## config.mk

```make
export PLATFORM = sky130hd
export DESIGN_NAME = seven_segment_serial_display_sequencer
export DESIGN_NICKNAME = d
export VERILOG_FILES = /design/src/design/ssd_pkg.sv /design/src/design/seven_segment_serial_display_sequencer.sv /design/src/design/ssd_fifo.sv /design/src/design/ssd_front.sv /design/src/design/ssd_back.sv
export SDC_FILE = /design/constraint.sdc
export NUM_CORES = 1
export LEC_CHECK = 0
export BUFFER_PORTS_ARGS = -buffer_cell sky130_fd_sc_hd__buf_2
export CAP_MARGIN = 20
export CORE_MARGIN = 2
export CORE_UTILIZATION = 54
export DETAILED_ROUTE_END_ITERATION = 8
export PLACE_DENSITY = 0.85
export SLEW_MARGIN = 40
export SYNTH_ARGS = -nofsm -noshare
export SYNTH_HDL_FRONTEND = slang
export SYNTH_SLANG_ARGS = --single-unit
```

## constraint.sdc

```tcl
create_clock -name clk -period 2.5 [get_ports clk]
set_clock_uncertainty 0.05 [all_clocks]
set_input_delay 0.5 -clock clk [delete_from_list [all_inputs] [get_ports clk]]
set_output_delay 0.5 -clock clk [all_outputs]
set_load 0.01 [all_outputs]
```

## src/design/ssd_pkg.sv

```systemverilog
// Shared types, constants and the segment lookup for the serial display sequencer.
// Used by ssd_front, ssd_back and the top level; no dependencies.
`timescale 1ns / 1ps

package ssd_pkg;

  localparam int DISPLAY_POSITIONS_DEF = 4;
  localparam int QUEUE_DEPTH = 2;

  typedef enum logic [1:0] {
    CMD_TICK   = 2'd0,
    CMD_SHOW   = 2'd1,
    CMD_BRIGHT = 2'd2,
    CMD_CLEAR  = 2'd3
  } cmd_t;

  typedef enum logic [1:0] {
    SEC_START,
    SEC_DATA,
    SEC_STOP
  } sec_t;

  localparam logic [7:0] FRAME_DATA_CMD = 8'h40;
  localparam logic [7:0] FRAME_ADDR_CMD = 8'hC0;
  localparam logic [7:0] FRAME_BRIGHT   = 8'h88;
  localparam logic [7:0] SEG_BLANK      = 8'h00;

  localparam logic [4:0] BYTE_LAST_PH = 5'd17;
  localparam logic [4:0] ACK_FIRST_PH = 5'd16;
  localparam logic [4:0] STOP_LAST_PH = 5'd2;

  typedef struct packed {
    logic [1:0] command;
    logic [3:0] digit0;
    logic [3:0] digit1;
    logic [3:0] digit2;
    logic [3:0] digit3;
    logic [2:0] digit_count;
    logic [3:0] level;
  } in_item_t;

  typedef struct packed {
    logic clk_level;
    logic dio_level;
    logic dio_drive;
    logic busy_res;
    logic rejected;
  } out_item_t;

  // Lines of one phase: clock, data, data driven.
  typedef struct packed {
    logic clk;
    logic dio;
    logic drive;
  } lines_t;

  localparam lines_t LINES_IDLE = '{clk: 1'b1, dio: 1'b1, drive: 1'b1};

  function automatic logic [7:0] seg_of(input logic [3:0] dg);
    logic [7:0] seg;
    case (dg)
      4'd0: seg = 8'h3F;
      4'd1: seg = 8'h06;
      4'd2: seg = 8'h5B;
      4'd3: seg = 8'h4F;
      4'd4: seg = 8'h66;
      4'd5: seg = 8'h6D;
      4'd6: seg = 8'h7D;
      4'd7: seg = 8'h07;
      4'd8: seg = 8'h7F;
      4'd9: seg = 8'h6F;
      default: seg = SEG_BLANK;
    endcase
    return seg;
  endfunction

endpackage

```

## src/design/seven_segment_serial_display_sequencer.sv

```systemverilog
// Two-wire seven-segment display sequencer. Every word pushed in yields exactly one
// result word: a tick plays one line phase (clock, data, data driven) of the loaded
// transfer, or idle lines when none plays; show-digits, set-brightness and clear load
// a new transfer when idle or are rejected while one is playing. Words are taken at
// one per clock sustained while results are popped; the back sequencer retires one
// word per cycle while its queue holds a word and the result queue has room. Each
// word passes an input register, a two-word queue and a two-word result queue on its
// way to the result ports. Depends on ssd_pkg, ssd_fifo, ssd_front and ssd_back.
`timescale 1ns / 1ps

module seven_segment_serial_display_sequencer #(
  parameter int DISPLAY_POSITIONS = ssd_pkg::DISPLAY_POSITIONS_DEF
) (
  input  logic               clk,
  input  logic               rst,
  input  logic               push,
  output logic               full,
  input  ssd_pkg::in_item_t  item,
  output logic               empty,
  input  logic               pop,
  output ssd_pkg::out_item_t result
);

  localparam int QW = 10 + 8 * DISPLAY_POSITIONS;
  localparam int OW = $bits(ssd_pkg::out_item_t);

  logic               fq_push;
  logic [QW-1:0]      fq_wdata;
  logic               fq_full;
  logic               fq_pop;
  logic [QW-1:0]      fq_rdata;
  logic               fq_empty;
  logic               rq_push;
  logic               rq_full;
  ssd_pkg::out_item_t rq_wdata;
  logic [OW-1:0]      rq_rdata;

  ssd_front #(
    .DISPLAY_POSITIONS(DISPLAY_POSITIONS),
    .QW(QW)
  ) u_front (
    .clk    (clk),
    .rst    (rst),
    .push   (push),
    .item   (item),
    .full   (full),
    .q_push (fq_push),
    .q_data (fq_wdata),
    .q_full (fq_full)
  );

  ssd_fifo #(
    .WIDTH(QW),
    .DEPTH(ssd_pkg::QUEUE_DEPTH)
  ) u_cmd_q (
    .clk   (clk),
    .rst   (rst),
    .push  (fq_push),
    .wdata (fq_wdata),
    .full  (fq_full),
    .pop   (fq_pop),
    .rdata (fq_rdata),
    .empty (fq_empty)
  );

  ssd_back #(
    .DISPLAY_POSITIONS(DISPLAY_POSITIONS),
    .QW(QW)
  ) u_back (
    .clk      (clk),
    .rst      (rst),
    .q_empty  (fq_empty),
    .q_data   (fq_rdata),
    .q_pop    (fq_pop),
    .out_full (rq_full),
    .out_push (rq_push),
    .out_item (rq_wdata)
  );

  ssd_fifo #(
    .WIDTH(OW),
    .DEPTH(ssd_pkg::QUEUE_DEPTH)
  ) u_res_q (
    .clk   (clk),
    .rst   (rst),
    .push  (rq_push),
    .wdata (rq_wdata),
    .full  (rq_full),
    .pop   (pop),
    .rdata (rq_rdata),
    .empty (empty)
  );

  assign result = ssd_pkg::out_item_t'(rq_rdata);

endmodule

```

## src/design/ssd_fifo.sv

```systemverilog
// Small register queue used between the front and back parts and on the result side.
// Standalone; no package dependency.
`timescale 1ns / 1ps

module ssd_fifo #(
  parameter int WIDTH = 8,
  parameter int DEPTH = 2
) (
  input  logic             clk,
  input  logic             rst,
  input  logic             push,
  input  logic [WIDTH-1:0] wdata,
  output logic             full,
  input  logic             pop,
  output logic [WIDTH-1:0] rdata,
  output logic             empty
);

  localparam int PW = (DEPTH > 1) ? $clog2(DEPTH) : 1;
  localparam int CW = $clog2(DEPTH + 1);
  localparam logic [PW-1:0] LAST_PTR = PW'(DEPTH - 1);
  localparam logic [CW-1:0] FULL_CNT = CW'(DEPTH);

  logic [WIDTH-1:0] mem [DEPTH];
  logic [PW-1:0]    wr_ptr;
  logic [PW-1:0]    rd_ptr;
  logic [CW-1:0]    count;
  logic             do_push;
  logic             do_pop;

  assign full    = (count == FULL_CNT);
  assign empty   = (count == '0);
  assign do_push = push && !full;
  assign do_pop  = pop && !empty;
  assign rdata   = mem[rd_ptr];

  always_ff @(posedge clk) begin
    if (do_push) begin
      mem[wr_ptr] <= wdata;
    end
  end

  always_ff @(posedge clk) begin
    if (rst) begin
      wr_ptr <= '0;
      rd_ptr <= '0;
      count  <= '0;
    end else begin
      if (do_push) begin
        wr_ptr <= (wr_ptr == LAST_PTR) ? '0 : wr_ptr + 1'b1;
      end
      if (do_pop) begin
        rd_ptr <= (rd_ptr == LAST_PTR) ? '0 : rd_ptr + 1'b1;
      end
      if (do_push && !do_pop) begin
        count <= count + 1'b1;
      end else if (do_pop && !do_push) begin
        count <= count - 1'b1;
      end
    end
  end

endmodule

```

## src/design/ssd_front.sv

```systemverilog
// Front part: accepts input words, builds the frame header and segment bytes.
// Depends on ssd_pkg for the input type, command codes and segment lookup.
`timescale 1ns / 1ps

module ssd_front #(
  parameter int DISPLAY_POSITIONS = ssd_pkg::DISPLAY_POSITIONS_DEF,
  parameter int QW = 10 + 8 * DISPLAY_POSITIONS
) (
  input  logic              clk,
  input  logic              rst,
  input  logic              push,
  input  ssd_pkg::in_item_t item,
  output logic              full,
  output logic              q_push,
  output logic [QW-1:0]     q_data,
  input  logic              q_full
);

  localparam int P = DISPLAY_POSITIONS;
  localparam logic [2:0] MAX_CNT = (P < 4) ? 3'(P) : 3'd4;

  logic          valid;
  logic [QW-1:0] data;
  logic [QW-1:0] data_next;
  logic          take;

  logic [3:0]       dg [4];
  logic [7:0]       seg4 [4];
  logic [8*P-1:0]   segs_flat;
  logic [2:0]       cnt;
  logic             lead;
  logic [2:0]       lv_sat;
  logic [7:0]       byte0;

  assign full   = valid && q_full;
  assign take   = push && !full;
  assign q_push = valid;
  assign q_data = data;

  always_comb begin
    dg[0] = item.digit0;
    dg[1] = item.digit1;
    dg[2] = item.digit2;
    dg[3] = item.digit3;

    cnt = '0;
    if (item.command == ssd_pkg::CMD_SHOW) begin
      cnt = (item.digit_count > MAX_CNT) ? MAX_CNT : item.digit_count;
    end

    // Blank leading zeros, but keep the last shown digit.
    lead = 1'b1;
    for (int i = 0; i < 4; i++) begin
      seg4[i] = ssd_pkg::SEG_BLANK;
      if (3'(i) < cnt) begin
        if (dg[i] != 4'd0 || !lead || 3'(i) == cnt - 3'd1) begin
          lead    = 1'b0;
          seg4[i] = ssd_pkg::seg_of(dg[i]);
        end
      end
    end

    for (int i = 0; i < P; i++) begin
      segs_flat[8*i +: 8] = (i < 4) ? seg4[2'(i)] : ssd_pkg::SEG_BLANK;
    end

    lv_sat = (item.level > 4'd7) ? 3'd7 : item.level[2:0];
    byte0  = (item.command == ssd_pkg::CMD_BRIGHT) ?
             (ssd_pkg::FRAME_BRIGHT | {5'b0, lv_sat}) : ssd_pkg::FRAME_DATA_CMD;

    data_next = {item.command, byte0, segs_flat};
  end

  always_ff @(posedge clk) begin
    if (take) begin
      data <= data_next;
    end
  end

  always_ff @(posedge clk) begin
    if (rst) begin
      valid <= 1'b0;
    end else if (take) begin
      valid <= 1'b1;
    end else if (!q_full) begin
      valid <= 1'b0;
    end
  end

endmodule

```

## src/design/ssd_back.sv

```systemverilog
// Back part: holds the frame bytes and steps the two-wire line sequence.
// Depends on ssd_pkg for command codes, section states and result type.
`timescale 1ns / 1ps

module ssd_back #(
  parameter int DISPLAY_POSITIONS = ssd_pkg::DISPLAY_POSITIONS_DEF,
  parameter int QW = 10 + 8 * DISPLAY_POSITIONS
) (
  input  logic               clk,
  input  logic               rst,
  input  logic               q_empty,
  input  logic [QW-1:0]      q_data,
  output logic               q_pop,
  input  logic               out_full,
  output logic               out_push,
  output ssd_pkg::out_item_t out_item
);

  localparam int P = DISPLAY_POSITIONS;
  localparam int FRAME_LEN = P + 2;
  localparam int IW = $clog2(FRAME_LEN);
  localparam logic [IW-1:0] LAST_IDX = IW'(FRAME_LEN - 1);

  logic [7:0]       frame [FRAME_LEN];
  logic [1:0]       cmd;
  logic [7:0]       byte0;
  logic [8*P-1:0]   segs_flat;
  logic             go;
  logic             accept_cmd;

  ssd_pkg::sec_t    sec, sec_next;
  logic [4:0]       ph, ph_next;
  logic [IW-1:0]    idx, idx_next;
  logic             grp, grp_next;
  logic             busy, busy_next;
  logic             bright, bright_next;
  ssd_pkg::lines_t  last, last_next;
  ssd_pkg::lines_t  cur;

  assign cmd       = q_data[QW-1 -: 2];
  assign byte0     = q_data[QW-3 -: 8];
  assign segs_flat = q_data[8*P-1:0];
  assign go        = !q_empty && !out_full;
  assign q_pop     = go;
  assign out_push  = go;
  assign accept_cmd = go && !busy && (cmd != ssd_pkg::CMD_TICK);

  // Line levels of the phase about to be played.
  always_comb begin
    cur = ssd_pkg::LINES_IDLE;
    case (sec)
      ssd_pkg::SEC_START: begin
        cur.dio = (ph == 5'd0);
      end
      ssd_pkg::SEC_DATA: begin
        cur.clk = ph[0];
        if (ph < ssd_pkg::ACK_FIRST_PH) begin
          cur.dio = frame[idx][ph[3:1]];
        end else begin
          cur.dio   = 1'b0;
          cur.drive = 1'b0;
        end
      end
      ssd_pkg::SEC_STOP: begin
        cur.clk = (ph != 5'd0);
        cur.dio = (ph == ssd_pkg::STOP_LAST_PH);
      end
      default: cur = ssd_pkg::LINES_IDLE;
    endcase
  end

  always_comb begin
    sec_next    = sec;
    ph_next     = ph;
    idx_next    = idx;
    grp_next    = grp;
    busy_next   = busy;
    bright_next = bright;
    last_next   = last;

    out_item.clk_level = 1'b1;
    out_item.dio_level = 1'b1;
    out_item.dio_drive = 1'b1;
    out_item.busy_res  = 1'b0;
    out_item.rejected  = 1'b0;

    if (cmd == ssd_pkg::CMD_TICK) begin
      if (busy) begin
        out_item.clk_level = cur.clk;
        out_item.dio_level = cur.dio;
        out_item.dio_drive = cur.drive;
        out_item.busy_res  = 1'b1;
        if (go) begin
          last_next = cur;
          ph_next   = ph + 5'd1;
          case (sec)
            ssd_pkg::SEC_START: begin
              if (ph != 5'd0) begin
                sec_next = ssd_pkg::SEC_DATA;
                ph_next  = '0;
              end
            end
            ssd_pkg::SEC_DATA: begin
              if (ph == ssd_pkg::BYTE_LAST_PH) begin
                ph_next = '0;
                // Group one ends after byte zero, group two after the last byte.
                if (!grp || idx == LAST_IDX) begin
                  sec_next = ssd_pkg::SEC_STOP;
                end else begin
                  idx_next = idx + 1'b1;
                end
              end
            end
            ssd_pkg::SEC_STOP: begin
              if (ph == ssd_pkg::STOP_LAST_PH) begin
                ph_next  = '0;
                sec_next = ssd_pkg::SEC_START;
                if (!grp && !bright) begin
                  grp_next = 1'b1;
                  idx_next = idx + 1'b1;
                end else begin
                  busy_next = 1'b0;
                end
              end
            end
            default: sec_next = ssd_pkg::SEC_START;
          endcase
        end
      end
    end else if (busy) begin
      // Hold the sequence and repeat the last played lines.
      out_item.clk_level = last.clk;
      out_item.dio_level = last.dio;
      out_item.dio_drive = last.drive;
      out_item.busy_res  = 1'b1;
      out_item.rejected  = 1'b1;
    end else begin
      out_item.busy_res = 1'b1;
      if (go) begin
        busy_next   = 1'b1;
        bright_next = (cmd == ssd_pkg::CMD_BRIGHT);
        sec_next    = ssd_pkg::SEC_START;
        ph_next     = '0;
        idx_next    = '0;
        grp_next    = 1'b0;
        last_next   = ssd_pkg::LINES_IDLE;
      end
    end
  end

  always_ff @(posedge clk) begin
    if (accept_cmd) begin
      frame[0] <= byte0;
      frame[1] <= ssd_pkg::FRAME_ADDR_CMD;
      for (int i = 0; i < P; i++) begin
        frame[i + 2] <= segs_flat[8*i +: 8];
      end
    end
  end

  always_ff @(posedge clk) begin
    if (rst) begin
      sec    <= ssd_pkg::SEC_START;
      ph     <= '0;
      idx    <= '0;
      grp    <= 1'b0;
      busy   <= 1'b0;
      bright <= 1'b0;
      last   <= ssd_pkg::LINES_IDLE;
    end else begin
      sec    <= sec_next;
      ph     <= ph_next;
      idx    <= idx_next;
      grp    <= grp_next;
      busy   <= busy_next;
      bright <= bright_next;
      last   <= last_next;
    end
  end

endmodule
```

==> impl_metrics.tcl <==
set metrics [dict create \
    status "complete, no violations" \
    numClockSinks 121 \
    finalCritPeriodShare_pct 91.3 \
    cts_htree_levels 4 \
    wirelength_um 9110 \
    max-slew-margin-rel_pct 52.0 \
    rr_endpoint "u_res_q.mem[0][3]" \
    ctsHoldBuffers 0 \
    syn-instance-count 420 \
    nets 509 \
    tightest_slew_ps 721 \
    grt_overflow_total 0 \
    dp_hpwl_um 5910 \
    worstHoldStart "item[24]" \
    start_kind "flop" \
    cts_max_path_buffers 2 \
    core_area_sq_um 9730 \
    crit_required_ps 2680 \
    die_w_um 104 \
    p_clk_share_pct 37.3 \
    dieArea_sq_um 10800 \
    viasPerCell 5.40 \
    cts_setup_buffers 0 \
    die_h_um 104 \
    grt_max_degree 29 \
    final-instance-count-excl-fill 601 \
    drc_errors 0 \
    initial_core_util_pct 55.5 \
    switchingPower_mw 1.67 \
    async_flop_share_pct 0 \
    drive_above_1_share_pct 21.8 \
    clk_latency_ps 510 \
    port_buffers 27 \
    final_cell_mix "edfxtp_1 (92), nor2_1 (50), dfxtp_1 (29)" \
    seq_power_share_pct 45.1 \
    synth.area.top_cells "edfxtp_1 (51%), dfxtp_1 (11%), ha_1 (5.8%)" \
    detail-route-antenna-nets 0 \
    p_per_area_nw_per_um2 994 \
    cp-end-kind "flop" \
    p_sw_share_pct 26.8 \
    rsz0062_at_grt "false" \
    num_io_pins 36 \
    hold_end "u_front.q_data[41]" \
    synth_flop_cell "edfxtp_1" \
    antenna_found_initial 0 \
    synth_nets 474 \
    syn_to_final_growth_pct 15.8 \
    yosysSeqAreaShare_pct 61.9 \
    path_clk_slew_ps 60 \
    cts_tree "built" \
    via_count 3247 \
    syn_area_per_cell_sq_um 12.9 \
    cts-root-buf "clkbuf_8" \
    fmax_mhz 438 \
    grt_pass1_vias 3200 \
    rrSetupSlack_ps 220 \
    gr-usage-all-layers_pct 18.0 \
    leakagePower_nw 2.26 \
    drtIter0Drc 138 \
    crit_fanout 9 \
    yosysWarnings 0 \
    final_core_util_pct 64.3 \
    vdd_ir_drop_max_mv 0.490 \
    numCtsBuffers 17 \
    fin_tns_setup_ps 0 \
    yosysUniqueCellTypes 64 \
    critPathArrivalTime_ps 2460 \
    hold_depth 1 \
    total_power_mw 6.22 \
    cellInternalPower_mw 4.55 \
    synth-edff-count 92 \
    num_rows 36 \
    drt-pass1-iter-count 4 \
    syn_area_sq_um 5400 \
    min_period_ps 2280 \
    critical_path_class "flop to flop" \
    diodes 0 \
    ys_ff_latch 121 \
    cts_resized 0 \
    r2r_cells 6 \
    wl_per_cell_um 15.1 \
    combinationalPowerShare_pct 17.6 \
    hold_violations 0 \
    synth_top_area_cell "edfxtp_1" \
    grt_pass1_wl_um 15200 \
    yosysTopAreaCellShare_pct 51.1 \
    dp_cells 569 \
    setup_violations 0 \
    slew_viol_final 0 \
    hp-class "input pin to flop" \
    layout_commonest_cell "edfxtp_1" \
    gp_congestion 0.926 \
    drv_cap 0 \
]
-- worst max-delay path, stage by stage, from the launching register on --
cell	delay (ps)
dfxtp_1	540
mux2_1	350
or3_1	330
a41o_1	210
a221o_1	350
o21ai_1	90
nand2_1	80
-- synthesized netlist by cell type, drive strengths merged (3+ instances only) --
master   instances
o31ai            3
nor3            10
clkbuf           8
nand3            8
a311oi           3
nor2b            3
mux2            26
a211o            3
a21oi           22
nand2           19
nand2b          10
xnor2            5
buf             10
nor4             3
or3              3
xor2             7
inv             20
dfxtp           29
o2111ai          3
and2             3
o21ai           11
mux2i            9
edfxtp          92
ha              25
o21a             3
nor2            50
-- registers in the layout, summed over array words and instances, names as in the netlist, 2 cells and up, named ones only --
name and count:
u_back.ph 5, u_back.sec 2, u_res_q.mem 10, u_cmd_q.mem 42, u_back.idx 3, u_back.last 3, u_res_q.count 2, u_front.q_data 21
u_back.frame 19, u_cmd_q.count 2
-- power by group through the flow --
stage	logic [mW]	clock network, mW	registers [mW]
3_3_place_gp	1.03	0	2.81
5_1_grt	1.22	2.45	2.85
6_report	1.09	2.32	2.81
3_5_place_dp	1.08	0	2.84
4_1_cts	1.10	2.36	2.81
2_1_floorplan	0.867	0	2.75
-- worst max path at each step --
| stage | slack (ps) | startpoint | to |
|---|---|---|---|
| 3_5_place_dp | 230 | flop | u_res_q.mem[1][3] |
| 6_report | 220 | flop | u_res_q.mem[0][3] |
| 3_3_place_gp | 300 | u_back.ph[0] | u_back.ph[3] |
| 2_1_floorplan | 60 | u_res_q.count[0] | u_back.ph[1] |
| 4_1_cts | 220 | u_back.ph[0] | u_back.ph[3] |
| 5_1_grt | 8 | u_back.ph[1] | u_back.ph[3] |
-- final cells by class --
type / count / area [sq um]
clock buffer: 23 / 499
clock inverter: 9 / 83.8
fill: 714 / 3470
inverter: 21 / 78.8
multi-input combinational: 260 / 1900
sequential: 121 / 3340
tap: 133 / 166
timing repair buffer: 34 / 188
-- routing by layer --
metal  vias to the layer above  track usage (%)  part of all wire (%)
met1                      1550             21.1                    42
met2                        78             29.7                    53
met5                         -                0                     0
li1                       1606                -                     -
met3                        13             5.20                   3.9
met4                         0             9.94                   1.9
-- logic make-up (layout without fill, tap and decap cells) --
logic type      count (synthesis)  after routing  synth area share, %
fa+ha+maj                      25             25                 5.79
mux                            35             35                 7.09
xor+xnor                       12             12                 1.95
compound gates                 72             72                 9.50
simple gates                  116            116                 10.8
buf+inv                        39             87                 3.03
flops                         121            121                 61.9
-- per-stage QoR --
step | cell area [sq um] | hold slack, ps | worst slack, ps
2_1_floorplan | 5400 | 371 | 56.3
3_3_place_gp | 5670 | 373 | 300
3_5_place_dp | 5670 | 385 | 231
4_1_cts | 6260 | 120 | 221
5_1_grt | 6260 | 119 | 7.95
6_report | 6260 | 141 | 217
Power figures use the tool's default switching activity.
